## config.mk

```make
export PLATFORM = sky130hd
export DESIGN_NAME = led_pulse_width_serializer_unit_flat
export DESIGN_NICKNAME = d
export VERILOG_FILES = /design/src/rtl/core/lpws_pkg.sv /design/src/rtl/core/lpws_if.sv /design/src/rtl/core/led_pulse_width_serializer_unit.sv /design/src/rtl/core/lpws_cfg.sv /design/src/rtl/core/lpws_engine.sv /design/src/flat_wrapper.sv
export SDC_FILE = /design/constraint.sdc
export NUM_CORES = 1
export LEC_CHECK = 0
export BUFFER_PORTS_ARGS = -buffer_cell sky130_fd_sc_hd__buf_2
export CELL_PAD_IN_SITES_DETAIL_PLACEMENT = 1
export CELL_PAD_IN_SITES_GLOBAL_PLACEMENT = 1
export CORE_ASPECT_RATIO = 0.6
export CORE_MARGIN = 1.5
export CORE_UTILIZATION = 30
export CTS_CLUSTER_DIAMETER = 100
export DETAILED_ROUTE_END_ITERATION = 16
export HOLD_SLACK_MARGIN = 0.05
export PLACE_DENSITY_LB_ADDON = 0.1
export REMOVE_ABC_BUFFERS = 1
export SLEW_MARGIN = 20
export SYNTH_ARGS = -nofsm -noshare
export SYNTH_HDL_FRONTEND = slang
export SYNTH_SLANG_ARGS = --single-unit
```

## constraint.sdc

```tcl
create_clock -name clk -period 3.2 [get_ports clk]
set_input_delay 0.32 -clock clk [delete_from_list [all_inputs] [get_ports clk]]
set_output_delay 0.32 -clock clk [all_outputs]
set_load 0.03 [all_outputs]
```

## src/rtl/core/lpws_pkg.sv

```systemverilog
// Shared types and constants of the LED pulse-width serializer.
package lpws_pkg;

	localparam int ZONE_COUNT  = 4;
	localparam int ZONE_W      = 2;
	localparam int LINE_W      = 4;
	localparam int BYTE_W      = 8;
	localparam int BIT_CNT_W   = 3;
	localparam int PULSE_W     = 10;
	localparam int TICK_W      = 16;
	localparam int CFG_IDX_W   = 3;
	localparam int CFG_DATA_W  = 16;

	localparam logic [CFG_IDX_W-1:0] REG_ZERO_HIGH = 3'd0;
	localparam logic [CFG_IDX_W-1:0] REG_ZERO_LOW  = 3'd1;
	localparam logic [CFG_IDX_W-1:0] REG_ONE_HIGH  = 3'd2;
	localparam logic [CFG_IDX_W-1:0] REG_ONE_LOW   = 3'd3;
	localparam logic [CFG_IDX_W-1:0] REG_LATCH     = 3'd4;

	localparam logic [PULSE_W-1:0] ZERO_HIGH_RST = 10'd50;
	localparam logic [PULSE_W-1:0] ZERO_LOW_RST  = 10'd106;
	localparam logic [PULSE_W-1:0] ONE_HIGH_RST  = 10'd100;
	localparam logic [PULSE_W-1:0] ONE_LOW_RST   = 10'd56;
	localparam logic [TICK_W-1:0]  LATCH_RST     = 16'd7500;

	localparam logic [BIT_CNT_W-1:0] LAST_BIT_IDX = 3'd7;

	typedef enum logic [1:0] {
		PH_IDLE,
		PH_HIGH,
		PH_LOW,
		PH_LATCH
	} phase_t;

	typedef struct packed {
		logic [PULSE_W-1:0] zero_high;
		logic [PULSE_W-1:0] zero_low;
		logic [PULSE_W-1:0] one_high;
		logic [PULSE_W-1:0] one_low;
		logic [TICK_W-1:0]  latch;
	} timing_cfg_t;

	typedef struct packed {
		logic              offer_byte;
		logic [BYTE_W-1:0] color_byte;
		logic [ZONE_W-1:0] zone_select;
		logic              frame_end;
	} in_item_t;

	typedef struct packed {
		logic [LINE_W-1:0] line_levels;
		logic              byte_taken;
		logic              busy_res;
		logic              frame_done;
	} out_item_t;

endpackage

```

## src/rtl/core/lpws_if.sv

```systemverilog
// Valid/ready channel interfaces for tick items and result items.
interface lpws_in_if;
	logic                       valid;
	logic                       ready;
	logic                       offer_byte;
	logic [lpws_pkg::BYTE_W-1:0] color_byte;
	logic [lpws_pkg::ZONE_W-1:0] zone_select;
	logic                       frame_end;

	modport source (output valid, offer_byte, color_byte, zone_select, frame_end,
		input ready);
	modport sink (input valid, offer_byte, color_byte, zone_select, frame_end,
		output ready);
endinterface

interface lpws_out_if;
	logic                       valid;
	logic                       ready;
	logic [lpws_pkg::LINE_W-1:0] line_levels;
	logic                       byte_taken;
	logic                       busy_res;
	logic                       frame_done;

	modport source (output valid, line_levels, byte_taken, busy_res, frame_done,
		input ready);
	modport sink (input valid, line_levels, byte_taken, busy_res, frame_done,
		output ready);
endinterface

```

## src/rtl/core/led_pulse_width_serializer_unit.sv

```systemverilog
// LED pulse-width serializer: ingress register, bit-timing engine, result register.
//
// Usage: every transaction on in_ch is one clock tick of the pulse timer. It may
// offer a color byte with a zone number and a frame-end mark. For each input
// transaction exactly one result transaction appears on out_ch, carrying the
// zone line levels for that tick, whether the offered byte was taken, the busy
// flag and the one-tick frame-done pulse.
// Each result passes through the ingress register and then the result register
// before it is presented. Throughput is one transaction per cycle while out_ch.ready
// stays high; the state machine advances once per tick item.
// Timing registers are written through cfg_we/cfg_index/cfg_data and should be
// changed only while no tick is in flight.
// Reset clears the state machine to idle, empties both registers and restores
// the default bit and latch timings.
// When the receiver holds out_ch.ready low, the result register holds its
// transaction, the ingress register keeps the next tick and in_ch.ready drops
// once both are occupied; no tick is lost or processed twice.
module led_pulse_width_serializer_unit (
	input  logic                             clk,
	input  logic                             arst_n,
	lpws_in_if.sink                          in_ch,
	lpws_out_if.source                       out_ch,
	input  logic                             cfg_we,
	input  logic [lpws_pkg::CFG_IDX_W-1:0]  cfg_index,
	input  logic [lpws_pkg::CFG_DATA_W-1:0] cfg_data
);

	lpws_pkg::timing_cfg_t timing;
	lpws_pkg::in_item_t    item_s1;
	logic                  valid_s1;
	lpws_pkg::out_item_t   result;
	lpws_pkg::out_item_t   out_q;
	logic                  out_valid_q;
	logic                  advance;

	lpws_cfg u_cfg (
		.clk       (clk),
		.arst_n    (arst_n),
		.cfg_we    (cfg_we),
		.cfg_index (cfg_index),
		.cfg_data  (cfg_data),
		.timing    (timing)
	);

	assign advance     = valid_s1 && (!out_valid_q || out_ch.ready);
	assign in_ch.ready = !valid_s1 || advance;

	always_ff @(posedge clk or negedge arst_n) begin
		if (!arst_n) begin
			valid_s1 <= 1'b0;
		end else if (in_ch.ready) begin
			valid_s1 <= in_ch.valid;
		end
	end

	always_ff @(posedge clk) begin
		if (in_ch.valid && in_ch.ready) begin
			item_s1.offer_byte  <= in_ch.offer_byte;
			item_s1.color_byte  <= in_ch.color_byte;
			item_s1.zone_select <= in_ch.zone_select;
			item_s1.frame_end   <= in_ch.frame_end;
		end
	end

	lpws_engine u_engine (
		.clk    (clk),
		.arst_n (arst_n),
		.step   (advance),
		.item   (item_s1),
		.timing (timing),
		.result (result)
	);

	always_ff @(posedge clk or negedge arst_n) begin
		if (!arst_n) begin
			out_valid_q <= 1'b0;
		end else if (advance) begin
			out_valid_q <= 1'b1;
		end else if (out_ch.ready) begin
			out_valid_q <= 1'b0;
		end
	end

	always_ff @(posedge clk) begin
		if (advance) begin
			out_q <= result;
		end
	end

	assign out_ch.valid       = out_valid_q;
	assign out_ch.line_levels = out_q.line_levels;
	assign out_ch.byte_taken  = out_q.byte_taken;
	assign out_ch.busy_res    = out_q.busy_res;
	assign out_ch.frame_done  = out_q.frame_done;

endmodule

```

## src/rtl/core/lpws_cfg.sv

```systemverilog
// Timing configuration registers of the LED pulse-width serializer.
module lpws_cfg (
	input  logic                             clk,
	input  logic                             arst_n,
	input  logic                             cfg_we,
	input  logic [lpws_pkg::CFG_IDX_W-1:0]  cfg_index,
	input  logic [lpws_pkg::CFG_DATA_W-1:0] cfg_data,
	output lpws_pkg::timing_cfg_t            timing
);

	lpws_pkg::timing_cfg_t timing_q;

	always_ff @(posedge clk or negedge arst_n) begin
		if (!arst_n) begin
			timing_q.zero_high <= lpws_pkg::ZERO_HIGH_RST;
			timing_q.zero_low  <= lpws_pkg::ZERO_LOW_RST;
			timing_q.one_high  <= lpws_pkg::ONE_HIGH_RST;
			timing_q.one_low   <= lpws_pkg::ONE_LOW_RST;
			timing_q.latch     <= lpws_pkg::LATCH_RST;
		end else if (cfg_we) begin
			case (cfg_index)
				lpws_pkg::REG_ZERO_HIGH: timing_q.zero_high <= cfg_data[lpws_pkg::PULSE_W-1:0];
				lpws_pkg::REG_ZERO_LOW:  timing_q.zero_low  <= cfg_data[lpws_pkg::PULSE_W-1:0];
				lpws_pkg::REG_ONE_HIGH:  timing_q.one_high  <= cfg_data[lpws_pkg::PULSE_W-1:0];
				lpws_pkg::REG_ONE_LOW:   timing_q.one_low   <= cfg_data[lpws_pkg::PULSE_W-1:0];
				lpws_pkg::REG_LATCH:     timing_q.latch     <= cfg_data[lpws_pkg::TICK_W-1:0];
				default: begin
				end
			endcase
		end
	end

	assign timing = timing_q;

endmodule

```

## src/rtl/core/lpws_engine.sv

```systemverilog
// Bit-timing state machine: consumes one tick item per step and forms its result.
module lpws_engine (
	input  logic                  clk,
	input  logic                  arst_n,
	input  logic                  step,
	input  lpws_pkg::in_item_t    item,
	input  lpws_pkg::timing_cfg_t timing,
	output lpws_pkg::out_item_t   result
);

	lpws_pkg::phase_t                   phase_q, phase_d;
	logic [lpws_pkg::BYTE_W-1:0]        shift_q, shift_d;
	logic [lpws_pkg::BIT_CNT_W-1:0]     bits_q, bits_d;
	logic [lpws_pkg::TICK_W-1:0]        tick_q, tick_d;
	logic                               last_q, last_d;
	logic [lpws_pkg::ZONE_W-1:0]        zone_q, zone_d;

	logic                               ends;
	logic                               take;
	logic [lpws_pkg::BYTE_W-1:0]        shifted;
	logic [lpws_pkg::PULSE_W-1:0]       take_high;
	logic [lpws_pkg::PULSE_W-1:0]       next_high;
	logic [lpws_pkg::PULSE_W-1:0]       low_len;

	assign ends    = (tick_q <= lpws_pkg::TICK_W'(1));
	assign shifted = {shift_q[lpws_pkg::BYTE_W-2:0], 1'b0};

	assign take_high = item.color_byte[lpws_pkg::BYTE_W-1] ? timing.one_high : timing.zero_high;
	assign next_high = shifted[lpws_pkg::BYTE_W-1] ? timing.one_high : timing.zero_high;
	assign low_len   = shift_q[lpws_pkg::BYTE_W-1] ? timing.one_low : timing.zero_low;

	// A byte is taken when idle, or at the end of the last low phase of a byte
	// that did not close its frame.
	assign take = item.offer_byte &&
		((phase_q == lpws_pkg::PH_IDLE) ||
		 ((phase_q == lpws_pkg::PH_LOW) && ends && (bits_q == '0) && !last_q));

	always_comb begin
		phase_d = phase_q;
		shift_d = shift_q;
		bits_d  = bits_q;
		tick_d  = tick_q;
		last_d  = last_q;
		zone_d  = zone_q;
		if (take) begin
			phase_d = lpws_pkg::PH_HIGH;
			shift_d = item.color_byte;
			bits_d  = lpws_pkg::LAST_BIT_IDX;
			tick_d  = lpws_pkg::TICK_W'(take_high);
			last_d  = item.frame_end;
			zone_d  = item.zone_select;
		end else begin
			case (phase_q)
				lpws_pkg::PH_HIGH: begin
					if (ends) begin
						phase_d = lpws_pkg::PH_LOW;
						tick_d  = lpws_pkg::TICK_W'(low_len);
					end else begin
						tick_d = tick_q - lpws_pkg::TICK_W'(1);
					end
				end
				lpws_pkg::PH_LOW: begin
					if (!ends) begin
						tick_d = tick_q - lpws_pkg::TICK_W'(1);
					end else if (bits_q != '0) begin
						bits_d  = bits_q - lpws_pkg::BIT_CNT_W'(1);
						shift_d = shifted;
						phase_d = lpws_pkg::PH_HIGH;
						tick_d  = lpws_pkg::TICK_W'(next_high);
					end else if (last_q) begin
						last_d  = 1'b0;
						phase_d = lpws_pkg::PH_LATCH;
						tick_d  = timing.latch;
					end else begin
						phase_d = lpws_pkg::PH_IDLE;
						tick_d  = '0;
					end
				end
				lpws_pkg::PH_LATCH: begin
					if (ends) begin
						phase_d = lpws_pkg::PH_IDLE;
						tick_d  = '0;
					end else begin
						tick_d = tick_q - lpws_pkg::TICK_W'(1);
					end
				end
				default: begin
				end
			endcase
		end
	end

	// Line levels and busy show the state at the start of the tick.
	always_comb begin
		result.line_levels = '0;
		if ((phase_q == lpws_pkg::PH_HIGH) && (32'(zone_q) < lpws_pkg::ZONE_COUNT)) begin
			result.line_levels = lpws_pkg::LINE_W'(1) << zone_q;
		end
		result.byte_taken = take;
		result.busy_res   = (phase_q != lpws_pkg::PH_IDLE);
		result.frame_done = (phase_q == lpws_pkg::PH_LATCH) && ends;
	end

	always_ff @(posedge clk or negedge arst_n) begin
		if (!arst_n) begin
			phase_q <= lpws_pkg::PH_IDLE;
			shift_q <= '0;
			bits_q  <= '0;
			tick_q  <= '0;
			last_q  <= 1'b0;
			zone_q  <= '0;
		end else if (step) begin
			phase_q <= phase_d;
			shift_q <= shift_d;
			bits_q  <= bits_d;
			tick_q  <= tick_d;
			last_q  <= last_d;
			zone_q  <= zone_d;
		end
	end

endmodule

```

## src/flat_wrapper.sv

```systemverilog
// flat-port wrapper written by rule: the top's interface ports become plain ports
module led_pulse_width_serializer_unit_flat 
  (clk, arst_n, cfg_we, cfg_index, cfg_data, in_ch_valid, in_ch_offer_byte, in_ch_color_byte, in_ch_zone_select, in_ch_frame_end, in_ch_ready, out_ch_valid, out_ch_line_levels, out_ch_byte_taken, out_ch_busy_res, out_ch_frame_done, out_ch_ready);
  lpws_in_if in_ch_i ();
  lpws_out_if out_ch_i ();
  input  logic clk;
  input  logic arst_n;
  input  logic cfg_we;
  input  logic [lpws_pkg::CFG_IDX_W-1:0] cfg_index;
  input  logic [lpws_pkg::CFG_DATA_W-1:0] cfg_data;
  input wire logic [$bits(in_ch_i.valid)-1:0] in_ch_valid;
  input wire logic [$bits(in_ch_i.offer_byte)-1:0] in_ch_offer_byte;
  input wire logic [$bits(in_ch_i.color_byte)-1:0] in_ch_color_byte;
  input wire logic [$bits(in_ch_i.zone_select)-1:0] in_ch_zone_select;
  input wire logic [$bits(in_ch_i.frame_end)-1:0] in_ch_frame_end;
  output wire logic [$bits(in_ch_i.ready)-1:0] in_ch_ready;
  output wire logic [$bits(out_ch_i.valid)-1:0] out_ch_valid;
  output wire logic [$bits(out_ch_i.line_levels)-1:0] out_ch_line_levels;
  output wire logic [$bits(out_ch_i.byte_taken)-1:0] out_ch_byte_taken;
  output wire logic [$bits(out_ch_i.busy_res)-1:0] out_ch_busy_res;
  output wire logic [$bits(out_ch_i.frame_done)-1:0] out_ch_frame_done;
  input wire logic [$bits(out_ch_i.ready)-1:0] out_ch_ready;
  assign in_ch_i.valid = in_ch_valid;
  assign in_ch_i.offer_byte = in_ch_offer_byte;
  assign in_ch_i.color_byte = in_ch_color_byte;
  assign in_ch_i.zone_select = in_ch_zone_select;
  assign in_ch_i.frame_end = in_ch_frame_end;
  assign in_ch_ready = in_ch_i.ready;
  assign out_ch_valid = out_ch_i.valid;
  assign out_ch_line_levels = out_ch_i.line_levels;
  assign out_ch_byte_taken = out_ch_i.byte_taken;
  assign out_ch_busy_res = out_ch_i.busy_res;
  assign out_ch_frame_done = out_ch_i.frame_done;
  assign out_ch_i.ready = out_ch_ready;
  led_pulse_width_serializer_unit u_core (.clk(clk), .arst_n(arst_n), .in_ch(in_ch_i), .out_ch(out_ch_i), .cfg_we(cfg_we), .cfg_index(cfg_index), .cfg_data(cfg_data));
endmodule
```

======== After elaboration in Yosys (flattened, before gate mapping) ========
Index checks and enable logic that the tools add are counted.
word-level totals
  word-level logic and storage cells ...... 100
  flip-flop bits (word level) ............. 109
operators by class
  shift operators ......................... 1
  mux-type cells .......................... 31
  $add $sub $neg .......................... 2
  reduce and logical (&&, ||, !) cells .... 33
  $lt $le $gt $ge ......................... 1
  equal/unequal tests ..................... 11
operators by type and width
  operator               number
  $mux 16                6
  $pmux 16 s3            1
  $mux 8                 4
  $mux 10                3
  $le 16x1->1 const B    1
  $sub 16x1->16 const B  1
  $reduce_and 2->1       7
  $mux 2                 6
  $mux 3                 4
  $reduce_bool 2->1      5
  $ne 3x3->1 const B     3
  $reduce_and 4->1       2
  $logic_and 1x1->1      7
  $eq 3x2->1 const B     2
  $logic_not 3->1        2
  $mux 1                 6
  $pmux 2 s3             1
  $reduce_and 5->1       1
  $eq 2x2->1 const B     2
  $reduce_bool 4->1      1
  $shl 1x2->4 const A    1
  $eq 3x1->1 const B     1
  $eq 3x3->1 const B     1
  $logic_not 1->1        3
  other kinds (6)        8

======== Depth between registers and ports, before layout ========
Gate-level depths: netlist of run 1.
  word-level depth ........................ 8
  gate-level depth with buffers ........... 10
  depth with buffers taken out ............ 8

======== Cells and area by module ========
Synthesis of run 1 repeated with hierarchy kept, for this count alone.
second synthesis, totals
  cell total of the unflattened synthesis .. 447
  area total of the unflattened synthesis .. 5431.5 um2
modules (own cells, without submodules)
  module                           cells an instance  times used  area each (um2)
  lpws_engine                      297                1           2553.7
  lpws_cfg                         123                1           2203.4
  led_pulse_width_serializer_unit  27                 1           674.4

======== Worst setup path after synthesis of run 1 ========
Ideal clock, no wire load.
  path kind ............................... register -> register
  from .................................... register u_core.u_engine.bits_q[0] (netlist bit)
  to ...................................... register u_core.u_engine.zone_q[0] (netlist bit)
  data arrival time ....................... 2.153 ns
  setup time .............................. 0.125 ns
  buffers on the path ..................... 0
  clock period less this slack ............ 2.278 ns
  cell stages (with the launch flop) ...... 8
  setup slack ............................. 0.922 ns
  required time ........................... 3.075 ns
  cell sequence ........................... dfrtp_1 > inv_1 > ha_1 > or3b_2 > nor4_1 > a21boi_2 > nor2_1 > mux2_2
on the way
  longest elaborated chain between the ends .. 6
RTL lines
  item                               RTL line            RTL
  start: declaration                 lpws_engine.sv:13   logic [lpws_pkg::BIT_CNT_W-1:0] bits_q, bits_d;
  start signal: assignment           lpws_engine.sv:115  bits_q <= bits_d;
  $logic_not 3->1                    lpws_engine.sv:36   ((phase_q == lpws_pkg::PH_LOW) && ends && (bits_q == '0) && !last_q));
  $logic_and 1x1->1 (2 in series)    lpws_engine.sv:36
  $logic_or 1x1->1                   lpws_engine.sv:35   ((phase_q == lpws_pkg::PH_IDLE) ||
  $logic_and 1x1->1                  lpws_engine.sv:34   assign take = item.offer_byte &&
  $reduce_and 2->1 (no source line)  n/a
  end signal: assignment             lpws_engine.sv:118  zone_q <= zone_d;
  end: declaration                   lpws_engine.sv:16   logic [lpws_pkg::ZONE_W-1:0] zone_q, zone_d;
No other way between the ends.
A chain may end at the register's enable or synchronous reset.

======== Worst setup path in the final report of run 1 ========
  from .................................... register u_core.u_engine.bits_q[0] (netlist bit)
  to ...................................... register u_core.u_engine.zone_q[1] (netlist bit)
Same word-level chain as after synthesis.

==> results of run 1 <==
==> flip-flops by register name (all words and copies together), names as in the netlist <==
register	count
u_core.u_engine.bits_q	3
u_core.out_ch.byte_taken	1
u_core.u_engine.phase_q	2
u_core.u_engine.last_q	1
u_core.u_engine.shift_q	8
u_core.item_s1	12
u_core.u_engine.zone_q	2
u_core.out_ch.line_levels	4
u_core.u_engine.tick_q	16
u_core.u_cfg.timing	56
u_core.out_ch.valid	1
u_core.out_ch.busy_res	1
u_core.out_ch.frame_done	1
u_core.valid_s1	1
==> per-stage QoR <==
step                hold WS, ns  area (um^2)  util, %  setup WS [ns]  std cells
floorplan                0.0244         5200        -         -0.218        439
global placement          0.344         5880     34.2          0.662        737
detailed placement        0.350         5880     34.2          0.563        737
CTS                       0.122         6200     36.0          0.525        754
global route              0.119         6200     36.0          0.391        754
finish                    0.136         6200     36.0          0.524        754
==> path summary, 6_finish.rpt <==
path / startpoint / endpoint / slack [ns] / cells past startpoint
hold / removal: in_ch_zone_select[0] / u_core.item_s1[1] / 0.14 / 1
hold reg to reg: u_core.item_s1[3] / u_core.u_engine.shift_q[0] / 0.48 / 2
setup / recovery: u_core.u_engine.bits_q[0] / u_core.u_engine.zone_q[1] / 0.52 / 8
min in group asynchronous: arst_n / u_core.u_cfg.timing[23] / 0.51 / 2
max in group asynchronous: arst_n / u_core.u_cfg.timing[37] / 1.87 / 3
setup reg to reg: u_core.u_engine.bits_q[0] / u_core.u_engine.zone_q[1] / 0.52 / 8
==> per-layer routing <==
metal  track usage (%)  routed length [um]
met3              3.76                 488
met5                 0                   0
met2              24.5                6140
met4              3.48                 117
met1              25.5                7780
==> power by group <==
part	internal, uW	total [uW]	switching [uW]
clock network	688	1200	509
registers	1830	2200	370
logic	694	1550	861
total	3210	4950	1740
==> synth_stat cells (2+ instances only) <==
cell type	instances	area [um^2]
nor2_1	34	128
o21ai_1	7	35.0
or2_2	3	18.8
a22oi_1	4	30.0
xor2_1	4	35.0
a21oi_1	13	65.1
ha_1	4	50.1
edfxtp_1	19	571
buf_2	3	15.0
buf_6	2	22.5
dfrtp_1	70	1750
dfstp_2	20	526
nor3b_1	2	15.0
o2bb2ai_1	3	26.3
o22ai_1	6	37.5
nand2_1	39	146
inv_1	10	37.5
nand3_1	5	25.0
nand2b_1	6	37.5
or4_1	2	15.0
nor3_1	13	65.1
o311ai_0	3	26.3
mux2_2	61	687
o21ai_0	20	100
mux2i_1	29	290
and3_1	3	18.8
o221ai_1	3	26.3
and2_1	2	12.5
o21a_1	2	15.0
nor2b_1	2	12.5
a22o_1	4	35.0
buf_1	3	11.3
clkbuf_1	15	56.3
nand3b_1	2	15.0
nor4_1	4	25.0
a31oi_1	18	113
a211oi_1	5	37.5
==> layout make-up <==
| class | count | area [um^2] |
|---|---|---|
| Timing Repair Buffer | 65 | 383 |
| Fill cell | 1931 | 11000 |
| Clock buffer | 12 | 236 |
| Clock inverter | 4 | 73.8 |
| Inverter | 10 | 37.5 |
| Sequential cell | 109 | 2850 |
| Tap cell | 234 | 293 |
| Multi-Input combinational cell | 320 | 2330 |
==> repair_timing <==
| action | 4_1_cts | 5_1_grt |
|---|---|---|
| setup endpoints to repair | 0 | 0 |
| endpoints found under the hold margin | 29 | 0 |
| hold buffers | 1 | 0 |
==> worst register-to-register path: stages, from the launching register on <==
cell      delay, ns
dfrtp_1        0.40
inv_1          0.09
ha_1           0.18
or3b_2         0.49
nor4_1         0.35
a21boi_2       0.11
buf_4          0.21
nor2_1         0.34
mux2_2         0.38
==> logic make-up (layout without fill, tap and decap cells) <==
logic type,count (synthesis),count (layout),synth area share [%]
compound gates,94,94,11.5
fa+ha+maj,4,4,0.943
flops,109,109,53.6
buf+inv,33,91,2.69
mux,91,91,18.6
simple gates,126,126,11.8
xor+xnor,5,5,0.825
==> key figures, run 1 <==
Worst setup path
  – Crit-path max FO: 15
  – CP arrival: 2.92 ns
  – Buf/Inv on CP: 2
  – Startpoint type of the worst setup path: register
  – Cell chain of the critical path: inv_1 -> ha_1 -> or3b_2 -> nor4_1 -> a21boi_2 -> buf_4 -> nor2_1 -> mux2_2
  – CP delay by family, top: simple AND/OR/NAND/NOR gates
  – CP max stage delay: just under 0.5 ns
  – Critical Path End Type: register
  – CP max stage cell: or3b_2
  – Critical Path RT: between 3 and 4 ns
  – Crit path kind: register to register

GRT
  – Pin count of the biggest net entering global routing: between 40 and 50
  – GRT Overall Usage: ~17%
  – Vias in the first global route: 4136
  – Global-route wire length before repair: ~24000 um
  – Initial antenna violation count: 0
  – Grt total ovfl: 0

Final layout
  – Inserted Diodes: 0
  – Commonest non-fill, non-tap cell in the layout: dfrtp_1
  – Commonest non-fill, non-tap cells in the layout: dfrtp_1, mux2_2, buf_2
  – Syn-to-layout area delta: 16.8%
  – Final Net Count: 555
  – Layout cells sized above 1: between 30% and 40%

Drt
  – Vias: 3839
  – Pre-antenna DRT Iters: 4
  – DR vias/cell: a little over 5
  – DRC errors left: 0
  – Routed wire length per instance: roughly 19 um
  – Detailed router's first-iteration violation count: 216
  – Routed Antenna Nets: 0
  – WL final: 14500 um

Synth
  – Async set or reset register ratio after synthesis: 82.6%
  – Syn avg cell area: about 11 um^2
  – Mapped cell area: 5310 um^2
  – Post-synth top flop: dfrtp_1
  – Post-synth EDFFs: 19
  – Netlist cell types: 54
  – Syn Inst Count: about 460
  – Synth warnings: 0
  – Post-synthesis register bit count: between 100 and 150
  – Register area share after synthesis: a little over half

Place
  – Number of port buffers: 44
  – HPWL Detailed: around 11000 um
  – GPL Wtd Cong: ~0.77

Clocking
  – Number of H-tree levels: 3
  – CTS clk-pin slew, worst paths: approximately 0.070 ns
  – Num CTS Buffers: 9
  – CTS tree: built
  – Worst skew pair latency: 0.36 ns
  – Clock Path Buffers: 2
  – Root buf cell: clkbuf_16
  – # clock sinks: 109
  – CTS resizes: 0
  – Post-CTS setup buffers: 0

Die
  – Row count: 37
  – Die Y-Extent: 106 um
  – Die width: around 170 um
  – Die area: between 15000 and 20000 um^2
  – Starting Density: 30.8%
  – Core area: 17200 um^2
  – Io pins: 45

Power
  – Pwr/cell area: ~800 nW/um^2
  – Total Power: 4950 uW
  – Leakage: 0.00260 uW
  – Worst vdd ir: 0.000271 V

STA
  – Fin. max-slew vios: 0
  – Final setup TNS: 0 ns
  – Actual slew at the worst max-slew pin: 0.741 ns
  – Final worst clock skew: roughly 0.0093 ns
  – Tcrit/Tclk final: 83.6%
  – Hold Violations, Final: 0
  – Final min period: 2.68 ns
  – RSZ-0062 raised after global routing: no
  – Final setup fails: 0
  – Max frequency: 374 MHz
  – Max-slew headroom: ~51%

Min path
  – Hold Path Class: input port to register

Run
  – Max-cap viol count: 0

Run status
  – Status: finished clean
Power figures use the tool's default switching activity.
==> run 2, diff against run 1 <==
==> constraint.sdc (replaced) <==
create_clock -name clk -period 2.5 [get_ports clk]
set_input_delay 0.25 -clock clk [delete_from_list [all_inputs] [get_ports clk]]
set_output_delay 0.25 -clock clk [all_outputs]
set_load 0.03 [all_outputs]
==> key figures, run 2 (synthesis results as in run 1) <==
Drt
  – DRC errors left: 0 (unchanged)
  – Routed wire length per instance: 18.6 um (was 19.3 um)
  – Detailed router's first-iteration violation count: 210 (was 216)
  – Routed Antenna Nets: 0 (unchanged)
  – Vias: 3899 (was 3839)
  – DR vias/cell: 5.01 (was 5.09)
  – Pre-antenna DRT Iters: 5 (was 4)
  – Length of routed met2 wiring: 6110 um (was 6140 um)
  – Met1 wire length: 7640 um (was 7780 um)
  – Highest Signal Layer: met4 (unchanged)
  – Met3 wire len: 549 um (was 488 um)
  – WL final: 14400 um (was 14500 um)

Clocking
  – Number of H-tree levels: 3 (unchanged)
  – Num CTS Buffers: 9 (unchanged)
  – Root buf cell: clkbuf_16 (unchanged)
  – # clock sinks: 109 (unchanged)
  – CTS clk-pin slew, worst paths: 0.07 ns (about the same)
  – Clock Path Buffers: 2 (unchanged)
  – CTS tree: built (unchanged)
  – Worst skew pair latency: 0.36 ns (about the same)

STA
  – Final min period: 2.42 ns (was 2.68 ns)
  – Max-slew headroom: 51.2% (was 50.6%)
  – Max frequency: 413 MHz (was 374 MHz)
  – Tcrit/Tclk final: 96.9% (was 83.6%)
  – WHS: 0.0601 ns (was 0.136 ns)
  – Fin. max-slew vios: 0 (unchanged)
  – Actual slew at the worst max-slew pin: 0.732 ns (was 0.741 ns)
  – Final setup fails: 0 (unchanged)
  – Hold Violations, Final: 0 (unchanged)
  – Final worst clock skew: 0.00969 ns (was 0.00931 ns)
  – RSZ-0062 raised after global routing: yes (was no)

Worst setup path
  – CP max stage cell: or4_4 (was or3b_2)
  – Crit-path max FO: 18 (was 15)
  – Critical Path End Type: register (unchanged)
  – Startpoint type of the worst setup path: register (unchanged)
  – CP arrival: 2.70 ns (was 2.92 ns)
  – Crit path kind: register to register (unchanged)
  – Cell chain of the critical path: or4_4 -> nor4_4 -> buf_4 -> a21boi_2 -> buf_4 -> a21oi_4 -> buf_12 -> nor2_1 -> a31oi_1 (was inv_1 -> ha_1 -> or3b_2 -> nor4_1 -> a21boi_2 -> buf_4 -> nor2_1 -> mux2_2)
  – CP max stage delay: 0.59 ns (was 0.49 ns)
  – Critical Path RT: 2.78 ns (was 3.44 ns)
  – CP most frequent cell: buf_4

Die
  – Die width: 175 um (unchanged)
  – Row count: 37 (unchanged)
  – Die area: 18500 um^2 (unchanged)
  – Starting Density: 30.8% (unchanged)
  – Core area: 17200 um^2 (unchanged)
  – Io pins: 45 (unchanged)
  – Die Y-Extent: 106 um (unchanged)

Run status
  – Status: finished clean (unchanged)

Power
  – Pwr/cell area: 982 nW/um^2 (was 798 nW/um^2)
  – Leakage: 0.00271 uW (was 0.00260 uW)
  – Total Power: 6290 uW (was 4950 uW)
  – Worst vdd ir: 0.000340 V (was 0.000271 V)

Final layout
  – Layout cells sized above 1: 34.9% (was 32.7%)
  – Commonest non-fill, non-tap cells in the layout: dfrtp_1, mux2_2, buf_2 (unchanged)
  – Inserted Diodes: 0 (unchanged)
  – Largest register FFs: 56 (unchanged)
  – Final Net Count: 579 (was 555)
  – Final Core Density: 37.2% (was 36.0%)
  – Syn-to-layout area delta: 20.6% (was 16.8%)
  – Commonest non-fill, non-tap cell in the layout: dfrtp_1 (unchanged)

Place
  – Number of port buffers: 44 (unchanged)
  – GPL Wtd Cong: 0.780 (was 0.774)
  – HPWL Detailed: 10600 um (about the same)

Run
  – Max-cap viol count: 0 (unchanged)

GRT
  – Vias in the first global route: 4188 (was 4136)
  – Global-route wire length before repair: 23200 um (was 23900 um)
  – Initial antenna violation count: 0 (unchanged)
  – Pin count of the biggest net entering global routing: 53 (was 41)
  – Grt total ovfl: 0 (unchanged)
  – GRT Overall Usage: 16.7% (was 16.9%)

Min path
  – Hold Path Class: input port to register (unchanged)
==> run 2: report_power, final <==
| part | switching, uW | internal (uW) | leakage [uW] |
|---|---|---|---|
| sequential | 446 | 2340 | 0.00124 |
| clock | 645 | 678 | 0.000131 |
| combinational | 1170 | 1010 | 0.00134 |
| total | 2260 | 4030 | 0.00271 |
==> run 2: metal layers <==
metal  vias to the layer above  global-route usage, %
li1                       1841                      -
met1                      1985                   24.4
met2                        62                   24.4
met3                        11                   4.15
met4                         0                   4.33
met5                         -                      0
==> run 2: area by class of cell <==
type	count	area (um^2)
sequential	109	2850
timing repair buffer	89	626
multi-input combinational	320	2340
fill	1914	10800
tap	234	293
inverter	10	37.5
clock buffer	12	236
clock inverter	4	25.0
==> run 2: worst paths after layout <==
kind,startpoint,end,slack [ns],cells past startpoint
max in group asynchronous,arst_n,u_core.u_cfg.timing[37],1.35,3
min reg2reg,u_core.item_s1[3],u_core.u_engine.shift_q[0],0.48,2
max reg2reg,u_core.u_engine.tick_q[10],u_core.u_engine.shift_q[6],0.08,9
max,u_core.u_engine.tick_q[10],u_core.u_engine.shift_q[6],0.08,9
min in group asynchronous,arst_n,u_core.u_cfg.timing[5],0.41,2
min,in_ch_color_byte[2],u_core.item_s1[5],0.06,1
==> run 2: repair_timing <==
action | CTS | global route
hold endpoints to repair | 35 | 0
pin swaps | 1 | 2
setup endpoints to repair | 1 | 28
cloned | 0 | 0
setup buffers | 0 | 5
resized for setup | 0 | 1
hold buffers | 6 | 0
==> run 2: critical path, delay by kind of cell (launching register included) <==
| family | cells | cell delay, ns |
|---|---|---|
| AOI/OAI and AO/OA | 3 | 0.38 |
| DFF | 1 | 0.41 |
| buffers and inverters | 3 | 0.53 |
| and+or+nand+nor | 3 | 1.01 |
==> run 2: per-stage QoR <==
stage                     setup TNS [ns]  setup WS [ns]  std cells  cell area (um^2)
final                                  0         0.0781        778              6400
after global routing            -0.00817       -0.00796        778              6400
after CTS                              0         0.0283        773              6360
after detailed placement               0        0.00220        751              6040
after global placement                 0         0.0624        751              6040
after floorplan                   -11.98         -0.918        439              5200
